## config.mk

```make
export PLATFORM = sky130hd
export DESIGN_NAME = box_bounce_particle_integrator_flat
export DESIGN_NICKNAME = d
export VERILOG_FILES = /design/src/rtl/core/bbpi_pkg.sv /design/src/rtl/core/bbpi_if.sv /design/src/rtl/core/bbpi_datapath.sv /design/src/rtl/core/box_bounce_particle_integrator.sv /design/src/flat_wrapper.sv
export SDC_FILE = /design/constraint.sdc
export NUM_CORES = 2
export LEC_CHECK = 0
export ABC_AREA = 1
export BUFFER_PORTS_ARGS = -buffer_cell sky130_fd_sc_hd__buf_2
export CAP_MARGIN = 40
export CORE_MARGIN = 1.5
export CORE_UTILIZATION = 60
export DETAILED_ROUTE_END_ITERATION = 12
export HOLD_SLACK_MARGIN = 0.1
export PLACE_DENSITY = 0.8
export SKIP_LAST_GASP = 1
export SYNTH_ARGS = -nofsm -noshare
export SYNTH_HDL_FRONTEND = slang
export SYNTH_HIERARCHICAL = 1
export SYNTH_SLANG_ARGS = --single-unit
export TNS_END_PERCENT = 10
```

## constraint.sdc

```tcl
create_clock -name clk -period 15.8 [get_ports clk]
set_input_delay 0 -clock clk [delete_from_list [all_inputs] [get_ports clk]]
set_output_delay 0 -clock clk [all_outputs]
set_load 0.01 [all_outputs]
```

## src/rtl/core/bbpi_pkg.sv

```systemverilog
// Package for the box bounce particle integrator: shared types, register
// indexes, microcode opcodes and the control store contents.
// No dependencies.
`default_nettype none

package bbpi_pkg;

    localparam int AXES = 3;

    typedef logic signed [31:0] q16_t;
    typedef q16_t [AXES-1:0] vec3_t;

    localparam logic [19:0] WALL_Q16 = 20'd327680;

    typedef enum logic [2:0] {
        REG_ACCEL_X     = 3'd0,
        REG_ACCEL_Y     = 3'd1,
        REG_ACCEL_Z     = 3'd2,
        REG_RESTITUTION = 3'd3,
        REG_RADIUS      = 3'd4
    } reg_idx_t;

    typedef enum logic [2:0] {
        OP_MUL_A,
        OP_ADD_V,
        OP_MUL_V,
        OP_ADD_P,
        OP_BOUNCE,
        OP_EMIT
    } op_t;

    typedef logic [3:0] pc_t;
    typedef logic [1:0] axis_t;

    localparam pc_t PC_START = 4'd0;
    localparam pc_t PC_Y     = 4'd5;
    localparam pc_t PC_Z     = 4'd10;
    localparam pc_t PC_EMIT  = 4'd15;

    localparam axis_t AX_X = 2'd0;
    localparam axis_t AX_Y = 2'd1;
    localparam axis_t AX_Z = 2'd2;

    typedef struct packed {
        op_t   op;
        axis_t axis;
        logic  jmp_nohit;
        pc_t   target;
    } uword_t;

    typedef struct packed {
        logic  start;
        logic  load;
        op_t   op;
        axis_t axis;
    } dp_ctrl_t;

    function automatic uword_t ucode(input pc_t pc);
        uword_t w;
        w = '{op: OP_EMIT, axis: AX_X, jmp_nohit: 1'b0, target: PC_START};
        case (pc)
            4'd0:  w = '{OP_MUL_A,  AX_X, 1'b0, PC_START};
            4'd1:  w = '{OP_ADD_V,  AX_X, 1'b0, PC_START};
            4'd2:  w = '{OP_MUL_V,  AX_X, 1'b0, PC_START};
            4'd3:  w = '{OP_ADD_P,  AX_X, 1'b1, PC_Y};
            4'd4:  w = '{OP_BOUNCE, AX_X, 1'b0, PC_START};
            4'd5:  w = '{OP_MUL_A,  AX_Y, 1'b0, PC_START};
            4'd6:  w = '{OP_ADD_V,  AX_Y, 1'b0, PC_START};
            4'd7:  w = '{OP_MUL_V,  AX_Y, 1'b0, PC_START};
            4'd8:  w = '{OP_ADD_P,  AX_Y, 1'b1, PC_Z};
            4'd9:  w = '{OP_BOUNCE, AX_Y, 1'b0, PC_START};
            4'd10: w = '{OP_MUL_A,  AX_Z, 1'b0, PC_START};
            4'd11: w = '{OP_ADD_V,  AX_Z, 1'b0, PC_START};
            4'd12: w = '{OP_MUL_V,  AX_Z, 1'b0, PC_START};
            4'd13: w = '{OP_ADD_P,  AX_Z, 1'b1, PC_EMIT};
            4'd14: w = '{OP_BOUNCE, AX_Z, 1'b0, PC_START};
            default: w = '{OP_EMIT, AX_X, 1'b0, PC_START};
        endcase
        return w;
    endfunction

    function automatic q16_t sat32(input logic signed [34:0] v);
        q16_t r;
        if (v > 35'sd2147483647)
            r = 32'sh7FFF_FFFF;
        else if (v < -35'sd2147483648)
            r = 32'sh8000_0000;
        else
            r = v[31:0];
        return r;
    endfunction

endpackage

`default_nettype wire

```

## src/rtl/core/bbpi_if.sv

```systemverilog
// Channel interfaces of the box bounce particle integrator: command items in,
// state results out. Depends on bbpi_pkg.
`default_nettype none

interface bbpi_cmd_if;
    import bbpi_pkg::*;

    logic        valid;
    logic        ready;
    logic        action;
    logic [15:0] time_step;
    q16_t        load_pos_x;
    q16_t        load_pos_y;
    q16_t        load_pos_z;
    q16_t        load_vel_x;
    q16_t        load_vel_y;
    q16_t        load_vel_z;

    modport source (
        output valid, action, time_step,
        output load_pos_x, load_pos_y, load_pos_z,
        output load_vel_x, load_vel_y, load_vel_z,
        input  ready
    );
    modport sink (
        input  valid, action, time_step,
        input  load_pos_x, load_pos_y, load_pos_z,
        input  load_vel_x, load_vel_y, load_vel_z,
        output ready
    );
endinterface

interface bbpi_res_if;
    import bbpi_pkg::*;

    logic       valid;
    logic       ready;
    q16_t       pos_x;
    q16_t       pos_y;
    q16_t       pos_z;
    q16_t       vel_x;
    q16_t       vel_y;
    q16_t       vel_z;
    logic [2:0] wall_hits;

    modport source (
        output valid, pos_x, pos_y, pos_z, vel_x, vel_y, vel_z, wall_hits,
        input  ready
    );
    modport sink (
        input  valid, pos_x, pos_y, pos_z, vel_x, vel_y, vel_z, wall_hits,
        output ready
    );
endinterface

`default_nettype wire

```

## src/rtl/core/bbpi_datapath.sv

```systemverilog
// Datapath of the box bounce particle integrator: position and velocity state,
// the shared multiplier with its product register, rounding, saturation and
// wall clamp. Driven one control word per cycle. Depends on bbpi_pkg.
`default_nettype none

module bbpi_datapath (
    input  wire logic             clk,
    input  wire logic             rst_n,
    input  wire bbpi_pkg::dp_ctrl_t ctrl,
    input  wire logic [15:0]      dt,
    input  wire bbpi_pkg::vec3_t  accel,
    input  wire logic [15:0]      restitution,
    input  wire logic [18:0]      radius,
    input  wire bbpi_pkg::vec3_t  load_pos,
    input  wire bbpi_pkg::vec3_t  load_vel,
    output bbpi_pkg::vec3_t       pos,
    output bbpi_pkg::vec3_t       vel,
    output logic                  hit,
    output logic [2:0]            hits
);
    import bbpi_pkg::*;

    vec3_t               pos_reg;
    vec3_t               vel_reg;
    logic [2:0]          hits_reg;
    logic signed [48:0]  prod_reg;
    logic signed [48:0]  prod_next;

    q16_t                mul_a;
    logic signed [16:0]  mul_b;
    logic signed [33:0]  rnd16;
    logic signed [33:0]  rnd15;
    q16_t                cur_v;
    q16_t                cur_p;
    q16_t                v_sum;
    q16_t                p_sum;
    q16_t                p_final;
    q16_t                bounce;
    logic [19:0]         r_clip;
    logic [19:0]         limit;
    logic signed [33:0]  lim_s;
    logic signed [33:0]  p34;
    logic                hit_hi;
    logic                hit_lo;

    always_comb
    begin
        cur_v = vel_reg[ctrl.axis];
        cur_p = pos_reg[ctrl.axis];
        mul_a = (ctrl.op == OP_MUL_A) ? accel[ctrl.axis] : cur_v;
        mul_b = (ctrl.op == OP_ADD_P) ? $signed({1'b0, restitution})
                                      : $signed({1'b0, dt});
        prod_next = 49'(mul_a) * 49'(mul_b);

        rnd16 = 34'((prod_reg + 49'sd32768) >>> 16);
        rnd15 = 34'((prod_reg + 49'sd16384) >>> 15);

        v_sum  = sat32(35'(cur_v) + 35'(rnd16));
        p_sum  = sat32(35'(cur_p) + 35'(rnd16));
        bounce = sat32(-35'(rnd15));

        r_clip = ({1'b0, radius} > WALL_Q16) ? WALL_Q16 : {1'b0, radius};
        limit  = WALL_Q16 - r_clip;
        lim_s  = $signed({14'd0, limit});
        p34    = 34'(p_sum);
        hit_hi = p34 > lim_s;
        hit_lo = p34 < -lim_s;
        if (hit_hi)
            p_final = 32'(lim_s);
        else if (hit_lo)
            p_final = 32'(-lim_s);
        else
            p_final = p_sum;
    end

    assign hit  = hit_hi | hit_lo;
    assign pos  = pos_reg;
    assign vel  = vel_reg;
    assign hits = hits_reg;

    always_ff @(posedge clk or negedge rst_n)
    begin
        if (!rst_n)
        begin
            pos_reg  <= '0;
            vel_reg  <= '0;
            hits_reg <= '0;
        end
        else if (ctrl.load)
        begin
            pos_reg  <= load_pos;
            vel_reg  <= load_vel;
            hits_reg <= '0;
        end
        else if (ctrl.start)
        begin
            hits_reg <= '0;
        end
        else
        begin
            case (ctrl.op)
                OP_ADD_V:
                begin
                    vel_reg[ctrl.axis] <= v_sum;
                end
                OP_ADD_P:
                begin
                    pos_reg[ctrl.axis] <= p_final;
                    if (hit)
                        hits_reg[ctrl.axis] <= 1'b1;
                end
                OP_BOUNCE:
                begin
                    vel_reg[ctrl.axis] <= bounce;
                end
                default:
                begin
                end
            endcase
        end
    end

    always_ff @(posedge clk)
    begin
        if (ctrl.op == OP_MUL_A || ctrl.op == OP_MUL_V || ctrl.op == OP_ADD_P)
            prod_reg <= prod_next;
    end

endmodule

`default_nettype wire

```

## src/rtl/core/box_bounce_particle_integrator.sv

```systemverilog
// Box bounce particle integrator: a sphere inside a cube of half-size 5.0,
// advanced by semi-implicit Euler steps in Q16.16 with wall clamp and bounce.
// A load transaction goes straight to the emit step. An advance
// transaction runs a 16-entry microcode program over one shared 32x17
// multiplier: four steps per axis, five when that axis bounces, then one emit
// step. The result is written into an output register when the emit step
// fires, and no new transaction is taken before then. The emit step waits
// only while a previous result is still not taken.
// Depends on bbpi_pkg, bbpi_if and bbpi_datapath.
`default_nettype none

module box_bounce_particle_integrator (
    input  wire logic        clk,
    input  wire logic        rst_n,
    input  wire logic        cfg_we,
    input  wire logic [2:0]  cfg_index,
    input  wire logic [31:0] cfg_data,
    bbpi_cmd_if.sink         cmd,
    bbpi_res_if.source       res
);
    import bbpi_pkg::*;

    vec3_t       accel_reg;
    logic [15:0] restitution_reg;
    logic [18:0] radius_reg;

    logic        busy_reg;
    logic        busy_next;
    pc_t         pc_reg;
    pc_t         pc_next;
    logic [15:0] dt_reg;

    logic        out_valid_reg;
    logic        out_valid_next;
    vec3_t       out_pos_reg;
    vec3_t       out_vel_reg;
    logic [2:0]  out_hits_reg;

    uword_t      uw;
    dp_ctrl_t    ctrl;
    logic        accept;
    logic        emit_fire;
    vec3_t       dp_pos;
    vec3_t       dp_vel;
    logic        dp_hit;
    logic [2:0]  dp_hits;
    vec3_t       load_pos;
    vec3_t       load_vel;

    assign cmd.ready = !busy_reg;
    assign accept    = cmd.valid && !busy_reg;
    assign uw        = ucode(pc_reg);
    assign emit_fire = busy_reg && uw.op == OP_EMIT && (!out_valid_reg || res.ready);

    assign load_pos = {cmd.load_pos_z, cmd.load_pos_y, cmd.load_pos_x};
    assign load_vel = {cmd.load_vel_z, cmd.load_vel_y, cmd.load_vel_x};

    always_comb
    begin
        ctrl.start = accept && !cmd.action;
        ctrl.load  = accept && cmd.action;
        ctrl.op    = busy_reg ? uw.op : OP_EMIT;
        ctrl.axis  = uw.axis;
    end

    bbpi_datapath u_datapath (
        .clk         (clk),
        .rst_n       (rst_n),
        .ctrl        (ctrl),
        .dt          (dt_reg),
        .accel       (accel_reg),
        .restitution (restitution_reg),
        .radius      (radius_reg),
        .load_pos    (load_pos),
        .load_vel    (load_vel),
        .pos         (dp_pos),
        .vel         (dp_vel),
        .hit         (dp_hit),
        .hits        (dp_hits)
    );

    // advance the step counter; branch past the bounce step when no wall is hit
    always_comb
    begin
        busy_next = busy_reg;
        pc_next   = pc_reg;
        if (accept)
        begin
            busy_next = 1'b1;
            pc_next   = cmd.action ? PC_EMIT : PC_START;
        end
        else if (busy_reg)
        begin
            if (uw.op == OP_EMIT)
            begin
                if (emit_fire)
                begin
                    busy_next = 1'b0;
                    pc_next   = PC_START;
                end
            end
            else if (uw.jmp_nohit && !dp_hit)
                pc_next = uw.target;
            else
                pc_next = pc_reg + 4'd1;
        end
    end

    always_comb
    begin
        if (emit_fire)
            out_valid_next = 1'b1;
        else if (res.ready)
            out_valid_next = 1'b0;
        else
            out_valid_next = out_valid_reg;
    end

    always_ff @(posedge clk or negedge rst_n)
    begin
        if (!rst_n)
        begin
            busy_reg      <= 1'b0;
            pc_reg        <= PC_START;
            out_valid_reg <= 1'b0;
        end
        else
        begin
            busy_reg      <= busy_next;
            pc_reg        <= pc_next;
            out_valid_reg <= out_valid_next;
        end
    end

    always_ff @(posedge clk)
    begin
        if (accept)
            dt_reg <= cmd.time_step;
        if (emit_fire)
        begin
            out_pos_reg  <= dp_pos;
            out_vel_reg  <= dp_vel;
            out_hits_reg <= dp_hits;
        end
    end

    always_ff @(posedge clk or negedge rst_n)
    begin
        if (!rst_n)
        begin
            accel_reg       <= '0;
            restitution_reg <= 16'd32768;
            radius_reg      <= '0;
        end
        else if (cfg_we)
        begin
            unique case (cfg_index)
                REG_ACCEL_X:     accel_reg[AX_X]  <= cfg_data;
                REG_ACCEL_Y:     accel_reg[AX_Y]  <= cfg_data;
                REG_ACCEL_Z:     accel_reg[AX_Z]  <= cfg_data;
                REG_RESTITUTION: restitution_reg  <= cfg_data[15:0];
                REG_RADIUS:      radius_reg       <= cfg_data[18:0];
                default:
                begin
                end
            endcase
        end
    end

    assign res.valid     = out_valid_reg;
    assign res.pos_x     = out_pos_reg[AX_X];
    assign res.pos_y     = out_pos_reg[AX_Y];
    assign res.pos_z     = out_pos_reg[AX_Z];
    assign res.vel_x     = out_vel_reg[AX_X];
    assign res.vel_y     = out_vel_reg[AX_Y];
    assign res.vel_z     = out_vel_reg[AX_Z];
    assign res.wall_hits = out_hits_reg;

    a_load_to_emit: assert property (@(posedge clk) disable iff (!rst_n)
        accept && cmd.action |=> busy_reg && pc_reg == PC_EMIT)
        else $error("load transaction did not go straight to emit");

    a_emit_hold: assert property (@(posedge clk) disable iff (!rst_n)
        busy_reg && uw.op == OP_EMIT && out_valid_reg && !res.ready
        |=> busy_reg && pc_reg == PC_EMIT)
        else $error("emit step left while output slot was full");

    a_valid_source: assert property (@(posedge clk) disable iff (!rst_n)
        $rose(out_valid_reg) |-> $past(busy_reg) && $past(uw.op == OP_EMIT))
        else $error("result raised outside the emit step");

    a_skip_no_hit: assert property (@(posedge clk) disable iff (!rst_n)
        busy_reg && uw.jmp_nohit && !dp_hit |=> pc_reg == $past(uw.target))
        else $error("no-hit branch not taken");

endmodule

`default_nettype wire
```

## src/flat_wrapper.sv

```systemverilog
// flat-port wrapper written by rule: the top's interface ports become plain ports
module box_bounce_particle_integrator_flat import bbpi_pkg::*;
  (clk, rst_n, cfg_we, cfg_index, cfg_data, cmd_valid, cmd_action, cmd_time_step, cmd_load_pos_x, cmd_load_pos_y, cmd_load_pos_z, cmd_load_vel_x, cmd_load_vel_y, cmd_load_vel_z, cmd_ready, res_valid, res_pos_x, res_pos_y, res_pos_z, res_vel_x, res_vel_y, res_vel_z, res_wall_hits, res_ready);
  bbpi_cmd_if cmd_i ();
  bbpi_res_if res_i ();
  input  wire logic clk;
  input  wire logic rst_n;
  input  wire logic cfg_we;
  input  wire logic [2:0] cfg_index;
  input  wire logic [31:0] cfg_data;
  input wire logic [$bits(cmd_i.valid)-1:0] cmd_valid;
  input wire logic [$bits(cmd_i.action)-1:0] cmd_action;
  input wire logic [$bits(cmd_i.time_step)-1:0] cmd_time_step;
  input wire logic [$bits(cmd_i.load_pos_x)-1:0] cmd_load_pos_x;
  input wire logic [$bits(cmd_i.load_pos_y)-1:0] cmd_load_pos_y;
  input wire logic [$bits(cmd_i.load_pos_z)-1:0] cmd_load_pos_z;
  input wire logic [$bits(cmd_i.load_vel_x)-1:0] cmd_load_vel_x;
  input wire logic [$bits(cmd_i.load_vel_y)-1:0] cmd_load_vel_y;
  input wire logic [$bits(cmd_i.load_vel_z)-1:0] cmd_load_vel_z;
  output wire logic [$bits(cmd_i.ready)-1:0] cmd_ready;
  output wire logic [$bits(res_i.valid)-1:0] res_valid;
  output wire logic [$bits(res_i.pos_x)-1:0] res_pos_x;
  output wire logic [$bits(res_i.pos_y)-1:0] res_pos_y;
  output wire logic [$bits(res_i.pos_z)-1:0] res_pos_z;
  output wire logic [$bits(res_i.vel_x)-1:0] res_vel_x;
  output wire logic [$bits(res_i.vel_y)-1:0] res_vel_y;
  output wire logic [$bits(res_i.vel_z)-1:0] res_vel_z;
  output wire logic [$bits(res_i.wall_hits)-1:0] res_wall_hits;
  input wire logic [$bits(res_i.ready)-1:0] res_ready;
  assign cmd_i.valid = cmd_valid;
  assign cmd_i.action = cmd_action;
  assign cmd_i.time_step = cmd_time_step;
  assign cmd_i.load_pos_x = cmd_load_pos_x;
  assign cmd_i.load_pos_y = cmd_load_pos_y;
  assign cmd_i.load_pos_z = cmd_load_pos_z;
  assign cmd_i.load_vel_x = cmd_load_vel_x;
  assign cmd_i.load_vel_y = cmd_load_vel_y;
  assign cmd_i.load_vel_z = cmd_load_vel_z;
  assign cmd_ready = cmd_i.ready;
  assign res_valid = res_i.valid;
  assign res_pos_x = res_i.pos_x;
  assign res_pos_y = res_i.pos_y;
  assign res_pos_z = res_i.pos_z;
  assign res_vel_x = res_i.vel_x;
  assign res_vel_y = res_i.vel_y;
  assign res_vel_z = res_i.vel_z;
  assign res_wall_hits = res_i.wall_hits;
  assign res_i.ready = res_ready;
  box_bounce_particle_integrator u_core (.clk(clk), .rst_n(rst_n), .cfg_we(cfg_we), .cfg_index(cfg_index), .cfg_data(cfg_data), .cmd(cmd_i), .res(res_i));
endmodule
```

==> flow_summary.json <==
{
  "status": "complete, no violations",
  "met2_usage_pct": 70.7,
  "drt_iter0_drc": 7221,
  "drtAntennaViolNets": 0,
  "regArea_mm2": 0.0157,
  "syn_area_mm2": 0.0526,
  "synth_enable_flop_cells": 246,
  "antenna_found_initial": 19,
  "critical_path_required_ps": 16400,
  "end_kind": "flop",
  "dp_slack_ps": 5120,
  "post-dp-hpwl_um": 151000,
  "ctsHoldBuffers": 270,
  "clk_pin_slew_ps": 70,
  "route.detailed.wl_per_inst_um": 25.1,
  "fmax_mhz": 86.9,
  "fill_cells": 6527,
  "final_common_cell": "nand2_1",
  "use_met3_pct": 12.0,
  "cts.htree.levels": 2,
  "r2r_slack_ps": 4290,
  "drive_above_1_share_pct": 12.2,
  "grt_max_degree": 158,
  "period_needed_ps": 11510,
  "numCtsBuffers": 61,
  "ys_types": 64,
  "yosys_register_bits": 578,
  "holdPathEnd": "u_core/u_datapath/pos[63]",
  "clk_path_buf_depth": 3,
  "syn_area_per_cell_um2": 8.05,
  "slowest_stage": "nand2_1",
  "die_area_mm2": 0.0894,
  "timing.slew.headroom_pct": 27.1,
  "synth-main-ff-cell": "dfrtp_1",
  "grtUsageMet1_pct": 58.8,
  "drc_errors": 0,
  "busiest_layer": "met2",
  "drv_cap": 0,
  "ys_warn_count": 6,
  "async_reset_ff_share_pct": 57.4,
  "initial_core_util_pct": 60.6,
  "synthToLayoutAreaGrowth_pct": 16.5,
  "setup_tns_ps": 0,
  "grt_pass1_vias": 51400,
  "numPortBuffers": 445,
  "finalSetupViolCount": 0,
  "final_cell_mix": "nand2_1, inv_1, nor2_1, fa_1, a21oi_1",
  "dr.pass1.iters": 10,
  "nets": 8156,
  "yosysTopAreaCell": "fa_1",
  "multiInputGateArea_mm2": 0.0317,
  "worstPathArrival_ps": 12110,
  "place_congestion": 1.05,
  "die_width_um": 299,
  "r2r-end": "u_core/u_datapath/pos[91]",
  "core_mm2": 0.0868,
  "clock_latency_ps": 710,
  "fin_ws_ps": 4290,
  "cp_slowest_stage_delay_ps": 930,
  "ys_top_cells_by_area": "fa_1, dfrtp_1, edfxtp_1, nand2_1, inv_1",
  "num_vias": 52000,
  "r2r-start": "u_core/pc_reg[0]",
  "vias_per_cell": 6.20,
  "crit_fanout": 28,
  "hold_path.class": "input port to flop",
  "clkSinkCount": 578,
  "grt_pass1_wl_um": 311000,
  "period_share_pct": 72.9,
  "maxSlewViolCount": 0,
  "clockRootBuffer": "clkbuf_16",
  "die_h_um": 299,
  "synth_top_area_share_pct": 18.6,
  "cts_tree": "done",
  "hold_viol_final": 0,
  "path_class": "flop to flop",
  "rsz0062_at_grt": "false",
  "boundaryPins": 446,
  "worst_pin_slew_ps": 1090,
  "min-delay-start": "cmd_load_pos_y[31]",
  "overflow": 0,
  "seq_area_frac_synth_pct": 29.9,
  "start_kind": "flop",
  "wl_um": 210000,
  "syn-num-nets": 7516,
  "worst_path_most_repeated_cell": "nand2_1",
  "ctsResizeCount": 0,
  "rows": 108,
  "cts_setup_buffers": 0,
  "r2r_cells": 39,
  "finClkSkew_ps": 77.9,
  "grt_usage_pct": 46.2,
  "whs_path_depth": 4,
  "syn_inst": 6532
}
layout make-up:
cell class,instances,area share (%)
inverters,1160,7.15
clock inverters,44,0.736
clock buffers,72,2.78
well taps,1155,2.36
multi-input cells,4562,51.8
flip-flops and latches,578,25.6
repair buffers,809,9.51
diodes,8,0.0327
synth_stat cells, drive strengths merged (5+ instances only):
cell type,number
a211oi,10
a21boi,70
a21o,7
a21oi,469
a221oi,32
a22oi,89
a31oi,11
and2,8
buf,59
clkbuf,173
clkinv,23
dfrtp,331
edfxtp,246
fa,489
ha,246
inv,1136
nand2,1400
nand3,416
nand3b,10
nand4,60
nor2,582
nor3,41
nor4,5
o211ai,8
o21a,13
o21ai,320
o21bai,16
o221ai,8
o31ai,5
or2,80
xnor2,51
xor2,97
worst max-delay path by stage:
stage	from	end	slack (ps)	depth (start not counted)
2_1_floorplan	u_core/pc_reg[0]	u_core/u_datapath/prod_reg[47]	7800	40
4_1_cts	u_core/pc_reg[3]	u_core/pc_reg[0]	5060	41
3_3_place_gp	u_core/pc_reg[2]	u_core/u_datapath/prod_reg[47]	5250	37
5_1_grt	u_core/pc_reg[0]	u_core/u_datapath/pos[91]	3930	39
3_5_place_dp	u_core/pc_reg[3]	u_core/pc_reg[0]	5120	41
6_report	u_core/pc_reg[0]	u_core/u_datapath/pos[91]	4290	39
through the flow:
stage          hold slack [ps]  utilization [%]  std cells  cell area [µm²]
3_3_place_gp               111             64.6       7968            56000
4_1_cts                    141             70.6       8378            61200
6_report                   152             70.6       8388            61200
2_1_floorplan             -296                -       6532            52600
3_5_place_dp              96.2             64.9       7992            56300
5_1_grt                    185             70.6       8384            61200
critical path: cells and delay by family (launching register included):
| kind | cells | cell delay [ps] |
|---|---|---|
| xor+xnor | 1 | 170 |
| compound gates | 11 | 2900 |
| flops | 1 | 490 |
| fa+ha+maj | 3 | 950 |
| simple gates | 16 | 4050 |
| buf+inv | 8 | 2800 |
metal layers:
metal | up-vias | part of all wire [%]
li1 | 22100 | -
met1 | 24500 | 36
met2 | 4230 | 43
met3 | 1147 | 13
met4 | 20 | 8.1
met5 | - | 0.081
cells by family (layout without fill, tap and decap cells):
family | count (synthesis) | after routing | share of synthesized area (%)
and+or+nand+nor | 2605 | 2605 | 21.3
buffers and inverters | 1392 | 2085 | 10.1
AOI/OAI and AO/OA | 1071 | 1071 | 11.7
adders and majority gates | 735 | 735 | 24.5
DFF | 578 | 578 | 29.9
xor gates and xnor gates | 148 | 148 | 2.48
muxes | 2 | 2 | 0.0381
other | 1 | 9 | 0.00713
Power is not shown: default switching activity piles up to over one toggle a cycle in this logic, so the estimate is an artifact.
